<file path="config.mk">
export PLATFORM = sky130hd
export DESIGN_NAME = jpeg_frame_size_parser
export DESIGN_NICKNAME = d
export VERILOG_FILES = /design/src/hw/rtl/jfsp_pkg.sv /design/src/hw/rtl/jpeg_frame_size_parser.sv /design/src/hw/rtl/jfsp_step.sv
export SDC_FILE = /design/constraint.sdc
export NUM_CORES = 1
export LEC_CHECK = 0
export BUFFER_PORTS_ARGS = -buffer_cell sky130_fd_sc_hd__buf_2
export CAP_MARGIN = 10
export CORE_ASPECT_RATIO = 1.1
export CORE_UTILIZATION = 60
export DETAILED_ROUTE_END_ITERATION = 10
export PLACE_DENSITY = 0.8
export SLEW_MARGIN = 40
export SYNTH_ARGS = -nofsm -noshare
export SYNTH_HDL_FRONTEND = slang
export SYNTH_SLANG_ARGS = --single-unit
</file>
<file path="constraint.sdc">
create_clock -name aclk -period 5.7 [get_ports aclk]
set_input_delay 0.285 -clock aclk [delete_from_list [all_inputs] [get_ports aclk]]
set_output_delay 0.285 -clock aclk [all_outputs]
set_load 0.01 [all_outputs]
</file>
<file path="src/hw/rtl/jfsp_pkg.sv">
// Shared types, codes and header table for the JPEG frame size parser.
package jfsp_pkg;

    localparam int DATA_W      = 8;
    localparam int DIM_W       = 16;
    localparam int STATUS_W    = 3;
    localparam int S_TDATA_W   = 8;
    localparam int M_TDATA_W   = 40;

    localparam logic [3:0] HDR_LEN_HI_POS = 4'd4;
    localparam logic [3:0] HDR_LEN_LO_POS = 4'd5;
    localparam logic [3:0] HDR_LAST_POS   = 4'd10;
    localparam logic [2:0] SOF_HEIGHT_HI  = 3'd3;
    localparam logic [2:0] SOF_HEIGHT_LO  = 3'd4;
    localparam logic [2:0] SOF_WIDTH_HI   = 3'd5;
    localparam logic [2:0] SOF_WIDTH_LO   = 3'd6;

    localparam logic [7:0] MARKER_PREFIX = 8'hFF;
    localparam logic [7:0] SOF_FIRST     = 8'hC0;
    localparam logic [7:0] SOF_LAST      = 8'hCF;
    localparam logic [7:0] DHT_ID        = 8'hC4;
    localparam logic [7:0] JPG_ID        = 8'hC8;
    localparam logic [7:0] DAC_ID        = 8'hCC;

    typedef enum logic [7:0] {
        PH_HEADER  = 8'b0000_0001,
        PH_SKIP    = 8'b0000_0010,
        PH_MARK_FF = 8'b0000_0100,
        PH_MARK_ID = 8'b0000_1000,
        PH_LEN_HI  = 8'b0001_0000,
        PH_LEN_LO  = 8'b0010_0000,
        PH_FRAME   = 8'b0100_0000,
        PH_DONE    = 8'b1000_0000
    } phase_t;

    typedef enum logic [STATUS_W-1:0] {
        ST_FOUND   = 3'd0,
        ST_BAD_SOI = 3'd1,
        ST_NO_JFIF = 3'd2,
        ST_NO_MARK = 3'd3,
        ST_ENDED   = 3'd4
    } status_t;

    typedef struct packed {
        phase_t             phase;
        logic [3:0]         hdr_pos;
        logic [DIM_W-1:0]   skip;
        logic [DATA_W-1:0]  len_hi;
        logic [2:0]         frame_idx;
        logic [DIM_W-1:0]   height;
        logic [DIM_W-1:0]   width;
    } parse_state_t;

    typedef struct packed {
        logic               emit;
        status_t            status;
        logic [DIM_W-1:0]   width;
        logic [DIM_W-1:0]   height;
    } parse_result_t;

    localparam parse_state_t STATE_RESET = '{
        phase:     PH_HEADER,
        hdr_pos:   4'd0,
        skip:      '0,
        len_hi:    '0,
        frame_idx: 3'd0,
        height:    '0,
        width:     '0
    };

    function automatic logic [7:0] hdr_expect(input logic [3:0] pos);
        case (pos)
            4'd0:    hdr_expect = 8'hFF;
            4'd1:    hdr_expect = 8'hD8;
            4'd2:    hdr_expect = 8'hFF;
            4'd3:    hdr_expect = 8'hE0;
            4'd6:    hdr_expect = 8'h4A;
            4'd7:    hdr_expect = 8'h46;
            4'd8:    hdr_expect = 8'h49;
            4'd9:    hdr_expect = 8'h46;
            default: hdr_expect = 8'h00;
        endcase
    endfunction

    function automatic logic is_sof(input logic [7:0] m);
        is_sof = (m >= SOF_FIRST) && (m <= SOF_LAST) &&
                 (m != DHT_ID) && (m != JPG_ID) && (m != DAC_ID);
    endfunction

endpackage

</file>
<file path="src/hw/rtl/jpeg_frame_size_parser.sv">
// Top level of the JPEG frame size parser: input register, parse step, result register.
// The parse step is a single pass between registers; m_tvalid rises when the result
// register takes the deciding beat. Throughput: one byte per cycle unless stalled.
// Back-pressure on the result side stalls the input register and then s_tready.
// Reset: aresetn low clears the parse state and both valid flags synchronously.
// The parse state also rearms on every beat with tlast high.
module jpeg_frame_size_parser (
    input  logic                              aclk,
    input  logic                              aresetn,
    input  logic                              s_tvalid,
    output logic                              s_tready,
    input  logic [jfsp_pkg::S_TDATA_W-1:0]    s_tdata,   // [7:0] data_byte
    input  logic                              s_tlast,   // last_byte
    output logic                              m_tvalid,
    input  logic                              m_tready,
    output logic [jfsp_pkg::M_TDATA_W-1:0]    m_tdata    // [2:0] status, [18:3] image_width,
                                                         // [34:19] image_height, [39:35] zero
);

    logic                              in_valid_reg;
    logic [jfsp_pkg::DATA_W-1:0]       in_byte_reg;
    logic                              in_last_reg;
    logic                              advance;
    jfsp_pkg::parse_state_t            state_reg;
    jfsp_pkg::parse_state_t            state_next;
    jfsp_pkg::parse_result_t           step_res;
    logic                              out_valid_reg;
    logic                              out_valid_next;
    logic [jfsp_pkg::M_TDATA_W-1:0]    out_data_reg;

    assign advance        = !out_valid_reg || m_tready;
    assign s_tready       = !in_valid_reg || advance;
    assign out_valid_next = advance ? (in_valid_reg && step_res.emit) : out_valid_reg;

    jfsp_step u_step (
        .cur       (state_reg),
        .data_byte (in_byte_reg),
        .last_byte (in_last_reg),
        .nxt       (state_next),
        .res       (step_res)
    );

    always_ff @(posedge aclk) begin
        if (!aresetn) begin
            in_valid_reg  <= 1'b0;
            out_valid_reg <= 1'b0;
            state_reg     <= jfsp_pkg::STATE_RESET;
        end else begin
            if (s_tready) begin
                in_valid_reg <= s_tvalid;
            end
            out_valid_reg <= out_valid_next;
            if (advance && in_valid_reg) begin
                state_reg <= state_next;
            end
        end
    end

    always_ff @(posedge aclk) begin
        if (s_tready && s_tvalid) begin
            in_byte_reg <= s_tdata[jfsp_pkg::DATA_W-1:0];
            in_last_reg <= s_tlast;
        end
        if (advance && in_valid_reg && step_res.emit) begin
            out_data_reg <= {5'd0, step_res.height, step_res.width, step_res.status};
        end
    end

    assign m_tvalid = out_valid_reg;
    assign m_tdata  = out_data_reg;

endmodule

</file>
<file path="src/hw/rtl/jfsp_step.sv">
// Per-byte parse step: next state and result for one input byte.
module jfsp_step (
    input  jfsp_pkg::parse_state_t           cur,
    input  logic [jfsp_pkg::DATA_W-1:0]      data_byte,
    input  logic                             last_byte,
    output jfsp_pkg::parse_state_t           nxt,
    output jfsp_pkg::parse_result_t          res
);

    logic [3:0]                  pos;
    logic [jfsp_pkg::DIM_W-1:0]  seg_len;

    assign pos     = (cur.hdr_pos > jfsp_pkg::HDR_LAST_POS) ? jfsp_pkg::HDR_LAST_POS
                                                            : cur.hdr_pos;
    assign seg_len = {cur.len_hi, data_byte};

    always_comb begin
        nxt        = cur;
        res.emit   = 1'b0;
        res.status = jfsp_pkg::ST_ENDED;
        res.width  = '0;
        res.height = '0;

        if (cur.phase != jfsp_pkg::PH_DONE) begin
            case (cur.phase)
                jfsp_pkg::PH_HEADER: begin
                    if (pos < jfsp_pkg::HDR_LEN_HI_POS) begin
                        if (data_byte != jfsp_pkg::hdr_expect(pos)) begin
                            res.emit   = 1'b1;
                            res.status = jfsp_pkg::ST_BAD_SOI;
                        end
                    end else if (pos == jfsp_pkg::HDR_LEN_HI_POS) begin
                        nxt.len_hi = data_byte;
                    end else if (pos == jfsp_pkg::HDR_LEN_LO_POS) begin
                        nxt.skip = seg_len;
                    end else if (data_byte != jfsp_pkg::hdr_expect(pos)) begin
                        res.emit   = 1'b1;
                        res.status = jfsp_pkg::ST_NO_JFIF;
                    end else if (pos == jfsp_pkg::HDR_LAST_POS) begin
                        if (cur.skip < 16'd7) begin
                            res.emit   = 1'b1;
                            res.status = jfsp_pkg::ST_NO_MARK;
                        end else begin
                            nxt.skip  = cur.skip - 16'd7;
                            nxt.phase = (cur.skip == 16'd7) ? jfsp_pkg::PH_MARK_FF
                                                            : jfsp_pkg::PH_SKIP;
                        end
                    end
                    nxt.hdr_pos = pos + 4'd1;
                end
                jfsp_pkg::PH_SKIP: begin
                    nxt.skip = cur.skip - 16'd1;
                    if (cur.skip == 16'd1) begin
                        nxt.phase = jfsp_pkg::PH_MARK_FF;
                    end
                end
                jfsp_pkg::PH_MARK_FF: begin
                    if (data_byte != jfsp_pkg::MARKER_PREFIX) begin
                        res.emit   = 1'b1;
                        res.status = jfsp_pkg::ST_NO_MARK;
                    end else begin
                        nxt.phase = jfsp_pkg::PH_MARK_ID;
                    end
                end
                jfsp_pkg::PH_MARK_ID: begin
                    if (jfsp_pkg::is_sof(data_byte)) begin
                        nxt.frame_idx = 3'd0;
                        nxt.height    = '0;
                        nxt.width     = '0;
                        nxt.phase     = jfsp_pkg::PH_FRAME;
                    end else begin
                        nxt.phase = jfsp_pkg::PH_LEN_HI;
                    end
                end
                jfsp_pkg::PH_LEN_HI: begin
                    nxt.len_hi = data_byte;
                    nxt.phase  = jfsp_pkg::PH_LEN_LO;
                end
                jfsp_pkg::PH_LEN_LO: begin
                    if (seg_len < 16'd2) begin
                        res.emit   = 1'b1;
                        res.status = jfsp_pkg::ST_NO_MARK;
                    end else begin
                        nxt.skip  = seg_len - 16'd2;
                        nxt.phase = (seg_len == 16'd2) ? jfsp_pkg::PH_MARK_FF
                                                       : jfsp_pkg::PH_SKIP;
                    end
                end
                jfsp_pkg::PH_FRAME: begin
                    if (cur.frame_idx == jfsp_pkg::SOF_HEIGHT_HI ||
                        cur.frame_idx == jfsp_pkg::SOF_HEIGHT_LO) begin
                        nxt.height = {cur.height[7:0], data_byte};
                    end else if (cur.frame_idx == jfsp_pkg::SOF_WIDTH_HI ||
                                 cur.frame_idx >= jfsp_pkg::SOF_WIDTH_LO) begin
                        nxt.width = {cur.width[7:0], data_byte};
                    end
                    if (cur.frame_idx >= jfsp_pkg::SOF_WIDTH_LO) begin
                        res.emit   = 1'b1;
                        res.status = jfsp_pkg::ST_FOUND;
                        res.height = cur.height;
                        res.width  = nxt.width;
                    end
                    nxt.frame_idx = cur.frame_idx + 3'd1;
                end
                default: begin
                end
            endcase

            if (res.emit) begin
                nxt.phase = jfsp_pkg::PH_DONE;
            end else if (last_byte) begin
                res.emit   = 1'b1;
                res.status = jfsp_pkg::ST_ENDED;
            end
        end

        if (last_byte) begin
            nxt = jfsp_pkg::STATE_RESET;
        end
    end

endmodule

</file>
==> flow_summary.json, run 1 <==
{
  "drt_iter0_drc": 450,
  "cts-root-buf": "clkbuf_16",
  "layout-drive-gt1-share_pct": 14.18,
  "hold_ws_ns": 0.03607,
  "muxShareOfSynthArea_pct": 3.589,
  "cts_tree": "yes",
  "io_buffers": 49,
  "avgRoutedWirePerCell_um": 17.09,
  "vias": 5850,
  "wl_mm": 16.13,
  "grt_overflow": 0,
  "cp_data_required_time_ns": 5.81,
  "cts_resized": 0,
  "vias_per_cell": 6.197,
  "post_cts_buffers": 0,
  "seq_area_frac_synth_pct": 41.14,
  "layout.cells.non_filler": 944,
  "synth-main-ff-cell": "dfxtp_1",
  "slew-limit-headroom_pct": 50.09,
  "synth_top_family_by_area": "simple AND/OR/NAND/NOR gates",
  "p_seq_share_pct": 39.9,
  "cp_max_fo": 21,
  "num_rows": 40,
  "vdd_drop_max_v": 0.0001834,
  "fin_worst_skew_ns": 0.01016,
  "ctsHoldBuffers": 0,
  "dp_cells": 911,
  "netlist_instances": 770,
  "critPathArrivalTime_ns": 3.74,
  "rsz0062_at_grt": "false",
  "status": "finished, final reports clean",
  "p_clk_share_pct": 49.7,
  "pre_cts_slack_ns": 1.883,
  "htree_num_levels": 4,
  "clkLatencyLatePin_ns": 0.42,
  "start_util_pct": 61.71,
  "cts_sinks": 117,
  "grt_max_degree": 78,
  "largest_reg_flops": 71,
  "setup_slack_ns": 2.076,
  "p_leak_nw": 2.868,
  "power_switching_share_pct": 25.18,
  "min_path_type": "input pin to register",
  "antenna_found_initial": 0,
  "synth_top_area_share_pct": 21.61,
  "yosys_warnings": 0,
  "fmax_mhz": 275.9,
  "syn_area_per_cell_um2": 8.784,
  "synthXorXnorAreaFrac_pct": 6.086,
  "post-dp-hpwl_mm": 10.35,
  "finalCritPeriodShare_pct": 63.58,
  "yosysTopAreaCell": "dfxtp_1",
  "grt_pass1_wl_mm": 26.12,
  "synth_compound_area_share_pct": 17.24,
  "die_area_um2": 11700,
  "cts_inserted_buffers": 17,
  "post-route-util_pct": 69.73,
  "finalSetupViolCount": 0,
  "synth_area_leaders": "dfxtp_1 22%, edfxtp_1 20%, nand2_1 5.8%",
  "dr.pass1.iters": 5,
  "crit_path_start_kind": "register",
  "netlist-cell-type-count": 72,
  "antenna_left": 0,
  "powerDensity_nw_per_um2": 303.6,
  "yosysMostFrequentCell": "nand2_1",
  "clkTransAtPathRegs_ns": 0.06,
  "async_flop_share_pct": 0,
  "layout_min_cycle_time_ns": 3.624,
  "synth_edf_count": 44,
  "critPathKind": "register to register",
  "synth_seq_cells": 117,
  "yosys-top-cells-count": "104 x nand2_1, 73 x dfxtp_1, 46 x clkbuf_1, 44 x edfxtp_1, 40 x nor2_1",
  "postLayoutCellArea_um2": 7642,
  "setup.worst_path.end_class": "register",
  "finalSetupTns_ns": 0,
  "core_area_um2": 10960,
  "clockBufferDepth": 2,
  "synthToLayoutAreaGrowth_pct": 12.99,
  "synth_adder_area_share_pct": 2.590,
  "syn_area_um2": 6764,
  "design_power_total_mw": 2.321,
  "fp.dieH_um": 113.4,
  "p_sw_mw": 0.5842,
  "combPwrFrac_pct": 10.4,
  "gr-usage-all-layers_pct": 29.12,
  "antenna_cells": 0,
  "grt_pass1_vias": 5389,
  "nets": 811,
  "tightestPinTransition_ns": 0.7486,
  "remaining_drc_errors": 0,
  "gp_congestion": 0.8704,
  "dieWidth_um": 103.2,
  "slew_viol_final": 0,
  "cap_viol_max_count": 0,
  "internal_power_mw": 1.736,
  "yosys.area_share.simple_pct": 24.08,
  "dpl_cell_area_um2": 6989,
  "pin_count": 55,
  "hold_viol": 0
}
==> logic make-up (layout without fill, tap and decap cells) <==
family | Yosys count | in the layout
flip-flops | 117 | 117
multiplexers | 23 | 23
buffers and inverters | 78 | 101
other | 1 | 5
AO/OA/AOI/OAI | 178 | 178
adder cells (fa/ha/maj) | 14 | 14
XOR/XNOR | 47 | 47
AND/OR/NAND/NOR | 312 | 312
==> layer usage <==
metal	GRT usage [%]	part of all wire [%]
met1	37.00	42
met2	46.76	48
met3	5.621	6.0
met4	14.84	3.3
met5	0	0
==> cells in the final DEF, fill, tap and decap left out, types with 4 or more instances in the layout <==
cell type / count
a211oi_1: 8
a21boi_0: 25
a21o_1: 4
a21oi_1: 34
a22oi_1: 16
and2_1: 19
buf_2: 49
buf_4: 4
bufinv_16: 4
clkbuf_16: 17
conb_1: 5
dfxtp_1: 73
edfxtp_1: 44
ha_1: 14
inv_1: 14
mux2i_1: 22
nand2_1: 103
nand2b_1: 13
nand3_1: 33
nand4b_1: 4
nor2_1: 39
nor2b_1: 35
nor3_1: 11
nor4_1: 12
nor4b_1: 5
o211ai_1: 6
o21ai_0: 35
o21ai_1: 4
o22ai_1: 18
or3_1: 5
xnor2_1: 29
xor2_1: 18
==> worst max-delay path, cell delays in order, from the launching register on <==
cell and delay (ns):
dfxtp_1 0.64, o21ai_0 0.17, nand2_1 0.15, inv_1 0.11, ha_1 0.26, xnor2_1 0.13
a31oi_1 0.19, a32oi_1 0.10, nand4_2 0.16, nor2_1 0.07, o311a_1 0.49, a21oi_4 0.55
buf_8 0.26
==> final timing paths <==
check,start,endpoint,slack (ns),depth (start not counted)
worst max-delay path,state_reg[62],m_tdata[32],2.08,12
worst min-delay path,s_tdata[3],in_byte_reg[3],0.04,1
worst max register to register,state_reg[62],m_tdata[32],2.08,12
worst min register to register,state_reg[28],state_reg[28],0.47,2
==> power groups by stage <==
stage	clock, mW	combinational, mW	sequential, mW
6_report	1.15	0.242	0.925
5_1_grt	1.20	0.268	0.928
4_1_cts	1.16	0.240	0.924
3_5_place_dp	0	0.238	0.941
3_3_place_gp	0	0.231	0.940
2_1_floorplan	0	0.202	0.922
==> layout make-up <==
cell class | instances | area (um2)
Clock buffer | 18 | 439.2
Clock inverter | 14 | 200.2
Fill cell | 840 | 3318
Inverter | 15 | 56.30
Multi-Input combinational cell | 579 | 3690
Sequential cell | 117 | 2783
Tap cell | 147 | 183.9
Timing Repair Buffer | 54 | 290.3
Note: power is estimated with default switching activity, not from simulation.
==> run 2, diff against run 1 <==
- CORE_UTILIZATION: 60 -> 55
- PLACE_DENSITY: 0.8 -> 0.77
- clock period: 5.7 -> 3.33 ns (I/O delays scaled with it)
==> flow_summary.json, run 2 (synthesis results as in run 1) <==
{
  "grt_pass1_vias": 5695,
  "wl_mm": 17.48,
  "cts_inserted_buffers": 17,
  "slew_viol_final": 0,
  "antenna_cells": 0,
  "p_leak_nw": 3.131,
  "num_rows": 42,
  "finalCritPeriodShare_pct": 92.97,
  "slew-limit-headroom_pct": 41.56,
  "nets": 867,
  "dr.pass1.iters": 9,
  "vias": 5996,
  "cap_viol_max_count": 0,
  "clockBufferDepth": 2,
  "htree_num_levels": 4,
  "grt_max_degree": 76,
  "pin_count": 55,
  "fp.dieH_um": 118.3,
  "gp_congestion": 0.9316,
  "layout_min_cycle_time_ns": 3.096,
  "die_area_um2": 12750,
  "grt_overflow": 0,
  "clkLatencyLatePin_ns": 0.43,
  "fmax_mhz": 323.0,
  "dieWidth_um": 107.7,
  "status": "finished with violations",
  "fin_worst_skew_ns": 0.009939,
  "core_area_um2": 12030,
  "layout_commonest_cell": "nand2_1",
  "dp_cells": 965,
  "cp_max_fo": 16,
  "remaining_drc_errors": 1,
  "gr-usage-all-layers_pct": 28.59,
  "vdd_drop_max_v": 0.0005638,
  "largest_reg_flops": 71,
  "layout.cells.non_filler": 1007,
  "finalSetupTns_ns": 0,
  "io_buffers": 49,
  "cts_sinks": 117,
  "critPathArrivalTime_ns": 3.39,
  "critPathKind": "register to register",
  "violations": "DRC",
  "final_cell_mix": "104 x nand2_1, 72 x dfxtp_1, 49 x buf_2, 49 x buf_4, 44 x edfxtp_1",
  "powerDensity_nw_per_um2": 488.8,
  "crit_path_start_kind": "register",
  "cp_data_required_time_ns": 3.63,
  "post-dp-hpwl_mm": 11.70,
  "grt_pass1_wl_mm": 28.22,
  "antenna_found_initial": 0,
  "cts-root-buf": "clkbuf_16",
  "drt_iter0_drc": 509,
  "rsz0062_at_grt": "false",
  "finalSetupViolCount": 0,
  "setup.worst_path.end_class": "register",
  "min_path_type": "input pin to register",
  "avgRoutedWirePerCell_um": 17.36,
  "start_util_pct": 56.21,
  "vias_per_cell": 5.954,
  "post_cts_buffers": 0,
  "post-route-util_pct": 67.02,
  "antenna_left": 0,
  "tightestPinTransition_ns": 0.8720,
  "clkTransAtPathRegs_ns": 0.06,
  "synthToLayoutAreaGrowth_pct": 19.24,
  "layout-drive-gt1-share_pct": 17.82,
  "hold_viol": 0,
  "cts_tree": "yes"
}
run 2: cell count changes in the layout (fill, tap and decap cells not counted), sizes merged:
cell	previous run	this run
buf	54	100
clkinv	5	7
dlygate4sd3	0	10
bufinv	4	3
inv	18	17
run 2: layout make-up:
type / instances / area, um2
fillers: 964 / 3969
well taps: 154 / 192.7
multi-input cells: 579 / 3662
clock inverters: 14 / 175.2
flip-flops and latches: 117 / 2784
inverters: 15 / 56.30
repair buffers: 110 / 755.7
clock buffers: 18 / 439.2
run 2: report_power, final:
| group | internal, mW | switching [mW] | total, mW |
|---|---|---|---|
| clock | 1.20 | 0.691 | 1.89 |
| combinational | 0.215 | 0.277 | 0.492 |
| sequential | 1.52 | 0.0388 | 1.56 |
run 2: path summary, 6_finish.rpt:
| path | from | slack (ns) | to | cells past startpoint |
|---|---|---|---|---|
| max | state_reg[62] | 0.23 | state_reg[51] | 15 |
| min | m_tready | 0.11 | m_tvalid | 3 |
| max reg2reg | state_reg[62] | 0.23 | state_reg[51] | 15 |
| min reg2reg | state_reg[28] | 0.46 | state_reg[28] | 2 |
run 2: timing repair:
item | CTS | global route
hold endpoints to repair | 10 | 0
endpoints found under the setup margin | 0 | 15
resized for setup | 0 | 1
hold buffers | 10 | 0
run 2: per-stage QoR:
stage	instance area, um2	hold slack (ns)	power (mW)	setup WS (ns)
2_1_floorplan	6794	0.2654	1.926	0.04837
3_3_place_gp	7305	0.3451	2.040	0.1071
3_5_place_dp	7350	0.3448	2.060	0.1932
4_1_cts	8064	0.1085	3.945	0.1791
5_1_grt	8065	0.1214	4.063	0.01463
6_report	8065	0.1144	3.942	0.2342
run 2: routing by layer:
layer  GRT usage (%)  part of all wire, %
met4           14.73                  2.8
met2           45.27                   48
met5               0                    0
met3           5.736                  6.2
met1           36.64                   43
run 2: critical path, stage by stage (launching register included):
cell and delay, ns:
dfxtp_1 0.37, o21ai_0 0.09, nand2_1 0.12, inv_1 0.11, buf_4 0.15, ha_1 0.23
or3_1 0.31, a221o_1 0.31, o21ai_0 0.09, nand4_2 0.12, buf_4 0.18, o211ai_1 0.16
o211ai_1 0.13, a21o_1 0.21, buf_4 0.22, mux2i_1 0.16
